`config.mk`:
```
export PLATFORM = sky130hd
export DESIGN_NAME = multi_channel_servo_pulse_generator
export DESIGN_NICKNAME = d
export VERILOG_FILES = /design/src/rtl/core/svpg_pkg.sv /design/src/rtl/core/svpg_lane.sv /design/src/rtl/core/multi_channel_servo_pulse_generator.sv
export VERILOG_INCLUDE_DIRS = /design/src /design/src/rtl/core
export SDC_FILE = /design/constraint.sdc
export NUM_CORES = 1
export LEC_CHECK = 0
export BUFFER_PORTS_ARGS = -buffer_cell sky130_fd_sc_hd__buf_2
export CAP_MARGIN = 40
export CORE_ASPECT_RATIO = 0.5
export CORE_MARGIN = 3
export CORE_UTILIZATION = 55
export CTS_BUF_LIST = sky130_fd_sc_hd__clkbuf_8
export CTS_CLUSTER_SIZE = 10
export DETAILED_ROUTE_END_ITERATION = 8
export PLACE_DENSITY = 0.71
export SLEW_MARGIN = 25
export SYNTH_ARGS = -nofsm -noshare
export SYNTH_HDL_FRONTEND = slang
export SYNTH_HIERARCHICAL = 1
export SYNTH_SLANG_ARGS = --single-unit
```
`constraint.sdc`:
```
create_clock -name clk_i -period 15.9 [get_ports clk_i]
set_input_delay 1.59 -clock clk_i [delete_from_list [all_inputs] [get_ports clk_i]]
set_output_delay 1.59 -clock clk_i [all_outputs]
set_load 0.03 [all_outputs]
```
`src/rtl/core/assert_macros.svh`:
```
// Assertion macros shared by the RTL of the servo pulse generator.
// Depends on a clock named clk_i and an active-low reset named rst_ni in the using scope.
`ifndef ASSERT_MACROS_SVH
`define ASSERT_MACROS_SVH

// Checks that the consequent holds in the same cycle as the antecedent.
`define SVPG_ASSERT_IMP(label, ante, cons) \
  label: assert property (@(posedge clk_i) disable iff (!rst_ni) (ante) |-> (cons)) \
    else $error("servo pulse generator: same-cycle check failed");

// Checks that the consequent holds in the cycle after the antecedent.
`define SVPG_ASSERT_NEXT(label, ante, cons) \
  label: assert property (@(posedge clk_i) disable iff (!rst_ni) (ante) |=> (cons)) \
    else $error("servo pulse generator: next-cycle check failed");

`endif

```
`src/rtl/core/svpg_pkg.sv`:
```
// Shared types, constants and helper functions for the servo pulse generator.
// No dependencies; imported by every module of the block.
package svpg_pkg;

  localparam int unsigned CHANNELS_DEF = 6;
  localparam int unsigned PIN_W        = 6;
  localparam int unsigned TICK_W       = 13;
  localparam int unsigned POS_W        = 8;
  localparam int unsigned PROD_W       = 2 * POS_W;
  localparam int unsigned CFG_DATA_W   = TICK_W;
  localparam int unsigned CFG_IDX_W    = 2;

  localparam logic [POS_W-1:0]  POS_MAX          = 8'd255;
  localparam logic [TICK_W-1:0] FRAME_TICKS_RST  = 13'd5000;
  localparam logic [7:0]        BASE_TICKS_RST   = 8'd100;
  localparam logic [7:0]        SPAN_TICKS_RST   = 8'd100;
  localparam logic [PIN_W-1:0]  INVERT_MASK_RST  = 6'd42;

  typedef enum logic {
    FUNC_TICK = 1'b0,
    FUNC_LOAD = 1'b1
  } func_e;

  typedef enum logic [CFG_IDX_W-1:0] {
    CFG_FRAME_TICKS = 2'd0,
    CFG_BASE_TICKS  = 2'd1,
    CFG_SPAN_TICKS  = 2'd2,
    CFG_INVERT_MASK = 2'd3
  } cfg_idx_e;

  // Pulse shape settings common to every channel.
  typedef struct packed {
    logic [7:0] base;
    logic [7:0] span;
  } lane_cfg_t;

  // Exact floor(x / 255) for any 16-bit x up to 255 * 255, using x/255 ~ (x + x/256 + 1) / 256.
  function automatic logic [POS_W-1:0] div255(input logic [PROD_W-1:0] x);
    logic [PROD_W:0] t;
    t = {1'b0, x} + (PROD_W+1)'(x >> POS_W) + (PROD_W+1)'(1);
    return t[PROD_W-1:POS_W];
  endfunction

endpackage

```
`src/rtl/core/svpg_lane.sv`:
```
// One channel of the servo pulse generator: pulse end from position and the pin compare.
// Depends on svpg_pkg for widths, the settings struct and the divide-by-255 helper.
module svpg_lane import svpg_pkg::*; (
  input  lane_cfg_t         cfg_i,
  input  logic              invert_i,
  input  logic [POS_W-1:0]  position_i,
  input  logic [TICK_W-1:0] tick_count_i,
  output logic              pin_o
);

  logic [POS_W-1:0]  pos_eff;
  logic [PROD_W-1:0] prod;
  logic [POS_W-1:0]  extra;
  logic [POS_W:0]    pulse_end;

  // A mirrored channel runs from the long end of the range.
  assign pos_eff   = invert_i ? (POS_MAX - position_i) : position_i;
  assign prod      = PROD_W'(cfg_i.span) * PROD_W'(pos_eff);
  assign extra     = div255(prod);
  assign pulse_end = {1'b0, cfg_i.base} + {1'b0, extra};
  assign pin_o     = tick_count_i < TICK_W'(pulse_end);

endmodule

```
`src/rtl/core/multi_channel_servo_pulse_generator.sv`:
```
// Top level of the multi-channel hobby-servo pulse generator.
// Depends on svpg_pkg, svpg_lane and the assertion macros in assert_macros.svh.
`include "assert_macros.svh"

// The block takes one word per clock cycle on the input channel, either a tick of the
// 10 us time base or a load of one channel's 8-bit position, and returns one word with
// the six pin levels and a frame-start flag for every tick; loads return nothing. Each
// word passes through an input register and, for a tick, goes on into a result
// register, so one word per cycle is sustained as long as the result side keeps
// taking words; a load never waits for the result side, and a tick waits only while the
// result register is full and stalled. Loaded positions stay pending until the first
// tick of the next frame, when all of them become active together. A pin is high while
// the tick count within the frame is below base + span * position / 255, with the
// position mirrored as 255 minus its value for channels whose invert bit is set. The
// four settings (frame length, base, span and invert mask) are written through the
// configuration port, which is always ready, and should only be changed while the block
// is idle.
module multi_channel_servo_pulse_generator import svpg_pkg::*; #(
  parameter int unsigned CHANNELS = CHANNELS_DEF
) (
  input  logic                  clk_i,
  input  logic                  rst_ni,
  // Input words.
  input  logic                  in_valid_i,
  output logic                  in_stall_o,
  input  logic                  func_i,
  input  logic [2:0]            channel_i,
  input  logic [POS_W-1:0]      position_i,
  // Result words.
  output logic                  out_valid_o,
  input  logic                  out_stall_i,
  output logic [PIN_W-1:0]      pins_o,
  output logic                  frame_start_o,
  // Configuration writes.
  input  logic                  cfg_valid_i,
  output logic                  cfg_ready_o,
  input  logic [CFG_IDX_W-1:0]  cfg_index_i,
  input  logic [CFG_DATA_W-1:0] cfg_data_i
);

  // Only the channels that reach a pin need storage; loads to any other channel are
  // dropped.
  localparam int unsigned LANES = (CHANNELS < PIN_W) ? CHANNELS : PIN_W;

  // Configuration registers.
  logic [TICK_W-1:0] frame_ticks_q;
  logic [7:0]        base_ticks_q;
  logic [7:0]        span_ticks_q;
  logic [PIN_W-1:0]  invert_mask_q;

  // Input register.
  logic              s1_valid_q;
  func_e             s1_func_q;
  logic [2:0]        s1_channel_q;
  logic [POS_W-1:0]  s1_position_q;

  // Frame state.
  logic [TICK_W-1:0] tick_count_q;
  logic [TICK_W-1:0] tick_count_d;
  logic [TICK_W:0]   count_inc;
  logic [POS_W-1:0]  pend_q   [LANES];
  logic [POS_W-1:0]  active_q [LANES];
  logic [POS_W-1:0]  active_eff [LANES];

  // Result register.
  logic              out_valid_q;
  logic [PIN_W-1:0]  pins_q;
  logic              frame_start_q;

  logic              s1_adv;
  logic              in_acc;
  logic              tick_adv;
  logic              load_adv;
  logic              frame_start;
  logic [LANES-1:0]  lane_pin;
  lane_cfg_t         lane_cfg;

  // The configuration port never pushes back.
  assign cfg_ready_o = 1'b1;

  always_ff @(posedge clk_i or negedge rst_ni) begin
    if (!rst_ni) begin
      frame_ticks_q <= FRAME_TICKS_RST;
      base_ticks_q  <= BASE_TICKS_RST;
      span_ticks_q  <= SPAN_TICKS_RST;
      invert_mask_q <= INVERT_MASK_RST;
    end else if (cfg_valid_i && cfg_ready_o) begin
      unique case (cfg_index_i)
        CFG_FRAME_TICKS: frame_ticks_q <= cfg_data_i;
        CFG_BASE_TICKS:  base_ticks_q  <= cfg_data_i[7:0];
        CFG_SPAN_TICKS:  span_ticks_q  <= cfg_data_i[7:0];
        CFG_INVERT_MASK: invert_mask_q <= cfg_data_i[PIN_W-1:0];
      endcase
    end
  end

  // A load always leaves the input register at once, since it produces no result. A tick
  // leaves when the result register is empty or is being emptied in the same cycle.
  assign s1_adv     = s1_valid_q && ((s1_func_q == FUNC_LOAD) || !out_valid_q || !out_stall_i);
  assign in_stall_o = s1_valid_q && !s1_adv;
  assign in_acc     = in_valid_i && !in_stall_o;
  assign tick_adv   = s1_adv && (s1_func_q == FUNC_TICK);
  assign load_adv   = s1_adv && (s1_func_q == FUNC_LOAD);

  always_ff @(posedge clk_i or negedge rst_ni) begin
    if (!rst_ni) begin
      s1_valid_q <= 1'b0;
    end else if (in_acc) begin
      s1_valid_q <= 1'b1;
    end else if (s1_adv) begin
      s1_valid_q <= 1'b0;
    end
  end

  always_ff @(posedge clk_i) begin
    if (in_acc) begin
      s1_func_q     <= func_e'(func_i);
      s1_channel_q  <= channel_i;
      s1_position_q <= position_i;
    end
  end

  // The first tick of a frame sees the pending positions directly, as they become
  // active on that very tick.
  assign frame_start = (tick_count_q == '0);

  always_comb begin
    for (int i = 0; i < LANES; i++) begin
      active_eff[i] = frame_start ? pend_q[i] : active_q[i];
    end
  end

  // The count wraps once the advanced value reaches the frame length, which also covers
  // a frame length lowered below the current count.
  assign count_inc    = {1'b0, tick_count_q} + (TICK_W+1)'(1);
  assign tick_count_d = (count_inc >= {1'b0, frame_ticks_q}) ? '0 : count_inc[TICK_W-1:0];

  always_ff @(posedge clk_i or negedge rst_ni) begin
    if (!rst_ni) begin
      tick_count_q <= '0;
      for (int i = 0; i < LANES; i++) begin
        pend_q[i]   <= '0;
        active_q[i] <= '0;
      end
    end else begin
      if (tick_adv) begin
        tick_count_q <= tick_count_d;
      end
      for (int i = 0; i < LANES; i++) begin
        if (load_adv && (s1_channel_q == 3'(i))) begin
          pend_q[i] <= s1_position_q;
        end
        if (tick_adv && frame_start) begin
          active_q[i] <= active_eff[i];
        end
      end
    end
  end

  assign lane_cfg.base = base_ticks_q;
  assign lane_cfg.span = span_ticks_q;

  for (genvar g = 0; g < LANES; g++) begin : gen_lane
    svpg_lane u_lane (
      .cfg_i        (lane_cfg),
      .invert_i     (invert_mask_q[g]),
      .position_i   (active_eff[g]),
      .tick_count_i (tick_count_q),
      .pin_o        (lane_pin[g])
    );
  end

  // The result register fills on every tick that leaves the input register and empties
  // when the receiver takes the word.
  always_ff @(posedge clk_i or negedge rst_ni) begin
    if (!rst_ni) begin
      out_valid_q <= 1'b0;
    end else if (tick_adv) begin
      out_valid_q <= 1'b1;
    end else if (!out_stall_i) begin
      out_valid_q <= 1'b0;
    end
  end

  always_ff @(posedge clk_i) begin
    if (tick_adv) begin
      pins_q        <= PIN_W'(lane_pin);
      frame_start_q <= frame_start;
    end
  end

  assign out_valid_o   = out_valid_q;
  assign pins_o        = pins_q;
  assign frame_start_o = frame_start_q;

  // Every tick that leaves the input register shows up as a result in the next cycle.
  `SVPG_ASSERT_NEXT(a_tick_gives_result, tick_adv, out_valid_o)
  // A tick at count zero is reported as the start of a frame.
  `SVPG_ASSERT_NEXT(a_frame_start_flag, tick_adv && frame_start, frame_start_o)
  // The input side is held back only by a tick waiting on a full, stalled result register.
  `SVPG_ASSERT_IMP(a_stall_cause, in_stall_o,
                   s1_valid_q && (s1_func_q == FUNC_TICK) && out_valid_o && out_stall_i)

endmodule
```
== After elaboration in Yosys (flattened, before gate mapping) ==
Cells that the tools add are included.
W data, S select, Z words.
Storage, ports and cells
  register bits: 165
  input port bits: 32
  output and inout port bits: 10
  word-level logic and storage cells: 115
Cells by class
  $add $sub $neg: 25
  multiply operators: 6
  $lt $le $gt $ge: 7
  equal/unequal tests: 9
  muxes and demuxes: 17
  bitwise gates (word level): 1
  reduce and logical (&&, ||, !) cells: 26
Operators by type and width (number)
  $add A16 B1 Y16 const B: 6
  $add A16 B8 Y16: 6
  $mul A8 B8 Y16: 6
  $mux W8: 12
  $lt A13 B9 Y1: 6
  $add A8 B8 Y9: 6
  $sub A8 B8 Y8 const A: 6
  $add A13 B1 Y14 const B: 1
  $ge A14 B13 Y1: 1
  $logic_not A13 Y1: 1
  $mux W13: 1
  $logic_and A1 B1 Y1: 12
  $reduce_and A2 Y1: 4
  $eq A3 B2 Y1 const B: 2
  $eq A3 B3 Y1 const B: 2
  $eq A2 B2 Y1 const B: 2
  $logic_not A1 Y1: 4
  $mux W1: 4
  $eq A3 B1 Y1 const B: 1
  $logic_not A3 Y1: 1
  $eq A2 B1 Y1 const B: 1
  $logic_not A2 Y1: 1
  $logic_or A1 B1 Y1: 2
  $ne A2 B1 Y1 const B: 1
  other kinds (2): 2

== Depth between registers and ports, before layout ==
Gate-level depths: netlist of run 1.
  depth in word-level cells: 9
  mapped depth: 45
  depth with buffers taken out: 43

== By module ==
The synthesis of run 1 kept the hierarchy.
By module, submodules not included
  multi_channel_servo_pulse_generator: instances 1, cells each 615, area an instance 7274.5 um^2, sequential area each 4241.6 um^2
  svpg_lane (gen_lane[1].u_lane ...): instances 2, cells each 372, area an instance 3205.6 um^2, sequential area each 0.0 um^2
  svpg_lane (gen_lane[3].u_lane): instances 1, cells each 384, area an instance 3318.2 um^2, sequential area each 0.0 um^2
  svpg_lane (gen_lane[4].u_lane): instances 1, cells each 367, area an instance 3230.6 um^2, sequential area each 0.0 um^2
  svpg_lane (gen_lane[0].u_lane): instances 1, cells each 375, area an instance 3220.6 um^2, sequential area each 0.0 um^2
  svpg_lane (gen_lane[5].u_lane): instances 1, cells each 365, area an instance 3201.8 um^2, sequential area each 0.0 um^2

== Worst setup path after synthesis of run 1 ==
No wires, ideal clock.
  path kind: reg2reg
  start: register tick_count_q[1]
  end: register pins_q[4], in the netlist pins_o[4], data pin
  library setup time: 0.167 ns
  arrival: 9.522 ns
  required time: 15.733 ns
  path slack: 6.211 ns
  cell stages (with the launch flop): 43
  path buffers: 2
  clock period less this slack: 9.689 ns
  cell sequence: dfrtp_1 -> inv_1 -> ha_1 -> nor4b_1 -> nand3_1 -> clkbuf_1 -> clkbuf_1 -> nand2_1 -> nand2_1 -> xor2_1 -> nand2_1 -> fa_1 -> fa_1 -> inv_1 -> fa_1 -> inv_1 -> fa_1 -> inv_1 -> (+7 left out) -> a31oi_4 -> o22ai_1 -> or4_4 -> a31o_1 -> nand2_1 -> xor2_1 -> ha_1 -> inv_1 -> fa_1 -> ha_1 -> a21o_1 -> a21o_1 -> a21o_1 -> a21o_1 -> a21o_1 -> a21o_1 -> a21o_1 -> a211oi_1
RTL lines
  start, declared: RTL line multi_channel_servo_pulse_generator.sv:58  | logic [TICK_W-1:0] tick_count_q;
  start signal, assigned: RTL line multi_channel_servo_pulse_generator.sv:147  | tick_count_q <= tick_count_d;
  end signal, assigned: RTL line multi_channel_servo_pulse_generator.sv:187  | pins_q <= PIN_W'(lane_pin);
  end, declared: RTL line multi_channel_servo_pulse_generator.sv:67  | logic [PIN_W-1:0] pins_q;

==> flow_summary.json, run 1 <==
{
  "post_cts_buffers": 0,
  "worstPathRequired_ps": 16180,
  "drt_iter0_drc": 1484,
  "slowest_stage": "dfrtp_1",
  "grt_pass1_vias": 20300,
  "crit_type": "reg2reg",
  "synth_nets": 3473,
  "vias": 20300,
  "wire_per_inst_microns": 18.8,
  "cp.arrival_ps": 11550,
  "worst_slew_pin_slew_ps": 833,
  "track_usage": 0.269,
  "netlist_area_sq_mm": 0.0267,
  "stdcell_count": 3539,
  "grt_pass1_wl_microns": 109000,
  "final_nets": 3509,
  "cts_made_buffers": 17,
  "ys.warnings.count": 6,
  "yosys.area.top_type_share": 0.173,
  "area_growth_pct": 5.15,
  "hold-worst-slack_ps": 494,
  "cts_buffer_depth": 2,
  "synth_edf_count": 19,
  "routed_via_density": 5.72,
  "slew_headroom": 0.445,
  "fin_crit_sh": 0.709,
  "io_pins": 42,
  "cts_sinks": 165,
  "dr.pass1.iters": 6,
  "place_congestion": 0.924,
  "yosysTopAreaCell": "ha_1",
  "ant_nets": 0,
  "tritoncts": "built",
  "die_h_microns": 162,
  "fp.coreArea_sq_mm": 0.0474,
  "port_buffers": 40,
  "cts_hold_buf": 0,
  "root_buffer": "clkbuf_8",
  "overflow": 0,
  "synth.ff_latch_count": 165,
  "hold_viol": 0,
  "place_inst": 3505,
  "synth_top_cells_by_area": "ha_1, fa_1, dfrtp_1",
  "slew_violations": 0,
  "end_kind": "flop",
  "crit_fanout": 42,
  "post-route-min-period_ps": 11280,
  "layout-drive-gt1-share": 0.103,
  "avgSynthCellArea_sq_um": 9.35,
  "fin_setup_tns_ps": 0,
  "ys.flop_type": "dfrtp_1",
  "drc": 0,
  "ys_types": 114,
  "dieArea_sq_mm": 0.0513,
  "rows": 56,
  "hp-class": "reg2reg",
  "syn_inst": 2850,
  "fmax_ghz": 0.0887,
  "synth_seq_area_share": 0.159,
  "cp_slowest_stage_delay_ps": 580,
  "crit_top_cell": "a21o_1",
  "clock_latency_ps": 500,
  "finalSetupViolations": 0,
  "dp_hpwl_microns": 51600,
  "die_width_microns": 317,
  "grt_start_max_net_pins": 73,
  "synth-async-reset-ratio": 0.885,
  "start_util": 0.563,
  "drt-total-wl_microns": 66600,
  "htree_levels": 4,
  "cts_resized": 0,
  "cap_violations": 0,
  "outcome": "completed",
  "rsz0062_at_grt": "no",
  "fin_worst_skew_ps": 23.8,
  "grt_antenna_before_repair": 3,
  "start_kind": "flop",
  "path_clk_slew_ps": 100
}
area by class of cell:
type | count | area (sq um)
sequential | 165 | 4240
clock inverter | 15 | 180
timing repair buffer | 67 | 422
tap | 638 | 798
antenna | 2 | 5.00
multi-input combinational | 2284 | 20800
fill | 4182 | 19300
inverter | 351 | 1320
clock buffer | 17 | 234
cell families (layout without fill, tap and decap cells):
group           Yosys count  after routing  share of synthesized area
compound gates          417            417                      0.121
buf+inv                 401            450                     0.0601
simple gates            926            926                      0.187
xor+xnor                211            211                     0.0752
mux                     129            129                     0.0540
fa+ha+maj               600            600                      0.344
flops                   165            165                      0.159
other cells               1              3                   0.000141
state kept, by name, summed over array words and instances, names as in the netlist, 6 cells and up:
signal	count
s1_position_q	8
active_q	48
tick_count_q	13
span_ticks_q	8
base_ticks_q	8
frame_ticks_q	13
invert_mask_q	6
pend_q	48
pins_o	6
final timing paths:
kind	start	to	slack, ps	depth (start not counted)
worst min register to register	active_q[38]$_DFFE_PN0P_	active_q[38]$_DFFE_PN0P_	490	1
max in group asynchronous	rst_ni	frame_ticks_q[7]$_DFFE_PN1P_	13440	3
worst max-delay path	tick_count_q[0]$_DFFE_PN0P_	pins_o[1]$_DFFE_PP_	4620	38
worst max register to register	tick_count_q[0]$_DFFE_PN0P_	pins_o[1]$_DFFE_PP_	4620	38
worst min-delay path	active_q[38]$_DFFE_PN0P_	active_q[38]$_DFFE_PN0P_	490	1
min in group asynchronous	rst_ni	active_q[32]$_DFFE_PN0P_	1090	1
routing by layer:
metal  wire length [microns]  share of wire  GRT usage  up-vias
met5                      13        0.00020          0        -
met4                    1030          0.015     0.0449        2
met3                    5070          0.076     0.0571       77
met2                   28700           0.43      0.415      578
met1                   31800           0.48      0.395     9913
li1                        -              -          -     9684
through the flow:
stage	setup slack [ps]	cell area, sq um	utilization
detailed placement	4690	27600	0.583
CTS	4690	28000	0.592
global route	4080	28000	0.592
finish	4620	28000	0.592
global placement	4790	27600	0.582
floorplan	6210	26700	-
critical path, delay by kind of cell, from the launching register on:
kind / cells / cell delay (ps)
flops: 1 / 580
simple gates: 6 / 1470
fa+ha+maj: 11 / 4270
xor+xnor: 3 / 1030
buf+inv: 4 / 740
compound gates: 14 / 2880
synthesized netlist by cell type, types with 7 or more instances:
master / count
nand3_1: 56
o21ai_1: 15
edfxtp_1: 19
clkbuf_1: 26
xor2_1: 101
fa_1: 222
nor3b_1: 7
dfrtp_1: 132
nor3_1: 14
nand2b_1: 25
and2_1: 335
o21bai_1: 9
o211ai_1: 16
o21a_1: 12
xnor2_1: 96
a21oi_1: 79
nor2_1: 56
ha_1: 369
buf_4: 7
and4_1: 8
or3_1: 13
mux2_1: 20
o21ai_0: 49
inv_1: 350
and3_1: 12
a31oi_1: 14
a211o_1: 8
nand4_1: 21
a22o_1: 7
nor2b_1: 16
buf_6: 8
dfstp_2: 14
a211oi_1: 14
a221oi_1: 8
a21o_1: 97
a311oi_1: 7
maj3_2: 7
nand3b_1: 18
a21oi_2: 9
buf_2: 9
nor4_1: 7
mux2i_1: 10
nand2_1: 293
mux2_2: 99
cells in the final DEF, fill, tap and decap left out, drive strengths merged, types with 58 or more instances in the layout:
cell and count:
xnor2 98, a21o 100, a21oi 90, buf 67
and2 337, ha 369, inv 355, dfrtp 132
xor2 106, mux2 119, nor2 58, fa 222
nand2 294, o21ai 69
Power of run 1 is left out: the tool's default activity adds up to more than one toggle a clock period on the data nets, which glitch-free logic cannot reach.
==> run 2: changes to the inputs <==
--- a/config.mk
+++ b/config.mk
@@ -14,7 +14,7 @@
 export CTS_BUF_LIST = sky130_fd_sc_hd__clkbuf_8
 export CTS_CLUSTER_SIZE = 10
 export DETAILED_ROUTE_END_ITERATION = 8
-export PLACE_DENSITY = 0.71
+export PLACE_DENSITY = 0.74
 export SLEW_MARGIN = 25
 export SYNTH_ARGS = -nofsm -noshare
 export SYNTH_HDL_FRONTEND = slang
==> constraint.sdc (replaced) <==
create_clock -name clk_i -period 9.29 [get_ports clk_i]
set_input_delay 0.929 -clock clk_i [delete_from_list [all_inputs] [get_ports clk_i]]
set_output_delay 0.929 -clock clk_i [all_outputs]
set_load 0.03 [all_outputs]
==> flow_summary.json, run 2 (synthesis results as in run 1) <==
{
  "outcome": "complete, but fails checks",
  "violations": "setup timing",
  "setup_ws_ps": -234,
  "io_pins": 42,
  "cp_slowest_stage_delay_ps": 540,
  "num_antenna_cells": 0,
  "use_met3": 0.0330,
  "finalInstanceArea_sq_mm": 0.0317,
  "worstPathRequired_ps": 9620,
  "rsz0062_at_grt": "yes",
  "slowest_stage": "fa_1",
  "crit_type": "reg2reg",
  "hp-class": "in2async",
  "dieArea_sq_mm": 0.0513,
  "timing.rr.start": "tick_count_q[7]$_DFFE_PN0P_",
  "drc": 0,
  "rows": 56,
  "root_buffer": "clkbuf_8",
  "start_kind": "flop",
  "cp.arrival_ps": 9850,
  "crit_top_cell": "a21o_1",
  "fp.coreArea_sq_mm": 0.0474,
  "routed_via_density": 5.76,
  "fmax_ghz": 0.105,
  "cts_hold_buf": 0,
  "final_cell_mix": "inv_1, ha_1, and2_1",
  "wire_per_inst_microns": 19.2,
  "place_inst": 3729,
  "overflow": 0,
  "grt_start_max_net_pins": 79,
  "nFillCells": 3563,
  "layout-drive-gt1-share": 0.249,
  "post-route-min-period_ps": 9520,
  "fin_crit_sh": 1.03,
  "stdcell_count": 3828,
  "top_usage_layer": "met2",
  "place_congestion": 0.904,
  "tritoncts": "built",
  "htree_levels": 4,
  "dp_hpwl_microns": 55400,
  "grt_pass1_vias": 22800,
  "finalSetupViolations": 6,
  "grt_pass1_wl_microns": 117000,
  "drt-total-wl_microns": 73400,
  "cap_violations": 0,
  "use_met2": 0.471,
  "worst_slew_pin_slew_ps": 981,
  "die_h_microns": 162,
  "dr.pass1.iters": 6,
  "start_util": 0.563,
  "dpl_cell_area_sq_mm": 0.0295,
  "cp-startpoint": "tick_count_q[7]$_DFFE_PN0P_",
  "slew_violations": 0,
  "grt_antenna_before_repair": 1,
  "path_clk_slew_ps": 100,
  "cts_made_buffers": 17,
  "end_kind": "flop",
  "track_usage": 0.285,
  "port_buffers": 40,
  "cts_sinks": 165,
  "grtUsageMet1": 0.388,
  "drt_iter0_drc": 1659,
  "top_regs": "active_q x48, pend_q x48",
  "slew_headroom": 0.346,
  "ant_nets": 0,
  "vias": 22100,
  "post-place-ws_ps": -555,
  "fin_worst_skew_ps": 26.6,
  "area_growth_pct": 19.0,
  "crit_fanout": 6,
  "die_width_microns": 317,
  "cts_buffer_depth": 2,
  "reg2regPathDepth": 41,
  "hold_viol": 0,
  "final_nets": 3800,
  "clock_latency_ps": 490
}
[run 2: repair_timing]
item / in CTS / in global routing
gates cloned: 2 / 2
pin swaps: 128 / 93
setup buffers: 40 / 28
endpoints found under the hold margin: 0 / 0
gates resized for setup: 134 / 122
setup endpoints to repair: 6 / 6
[run 2: per-layer routing]
metal | share of wire | up-vias
met3 | 0.063 | 167
met1 | 0.43 | 10900
li1 | - | 10200
met2 | 0.47 | 751
met5 | 0 | -
met4 | 0.037 | 0
[run 2: final timing paths]
kind | end | slack, ps
worst max-delay path | pins_o[0]$_DFFE_PP_ | -230
worst min-delay path | pend_q[10]$_DFFE_PN0P_ | 470
worst max register to register | pins_o[0]$_DFFE_PP_ | -230
worst min register to register | active_q[41]$_DFFE_PN0P_ | 500
max in group asynchronous | base_ticks_q[2]$_DFFE_PN1P_ | 7510
min in group clk_i | active_q[41]$_DFFE_PN0P_ | 500
[run 2: stage by stage]
| stage | hold WS, ps | TNS (ps) | utilization |
|---|---|---|---|
| 4_1_cts | 490 | -207 | 0.653 |
| 3_5_place_dp | 476 | -2470 | 0.624 |
| 5_1_grt | 517 | -2900 | 0.670 |
| 6_report | 465 | -884 | 0.670 |
| 2_1_floorplan | 458 | -23.4 | - |
| 3_3_place_gp | 467 | -1020 | 0.623 |
[run 2: worst max-delay path: cells and delay by family (launching register included)]
family / cells / cell delay [ps]
xor+xnor: 3 / 630
compound gates: 13 / 2230
flops: 1 / 510
buf+inv: 6 / 540
fa+ha+maj: 10 / 3780
simple gates: 9 / 1660
[run 2: final cells by class]
cell class / count / area, sq um / area share
repair buffers: 358 / 2780 / 0.0876
inverters: 351 / 1320 / 0.0415
flip-flops and latches: 165 / 4250 / 0.134
multi-input cells: 2284 / 22200 / 0.700
clock buffers: 17 / 234 / 0.00738
clock inverters: 15 / 144 / 0.00454
well taps: 638 / 798 / 0.0252
Power of run 2 is left out for the same reason.
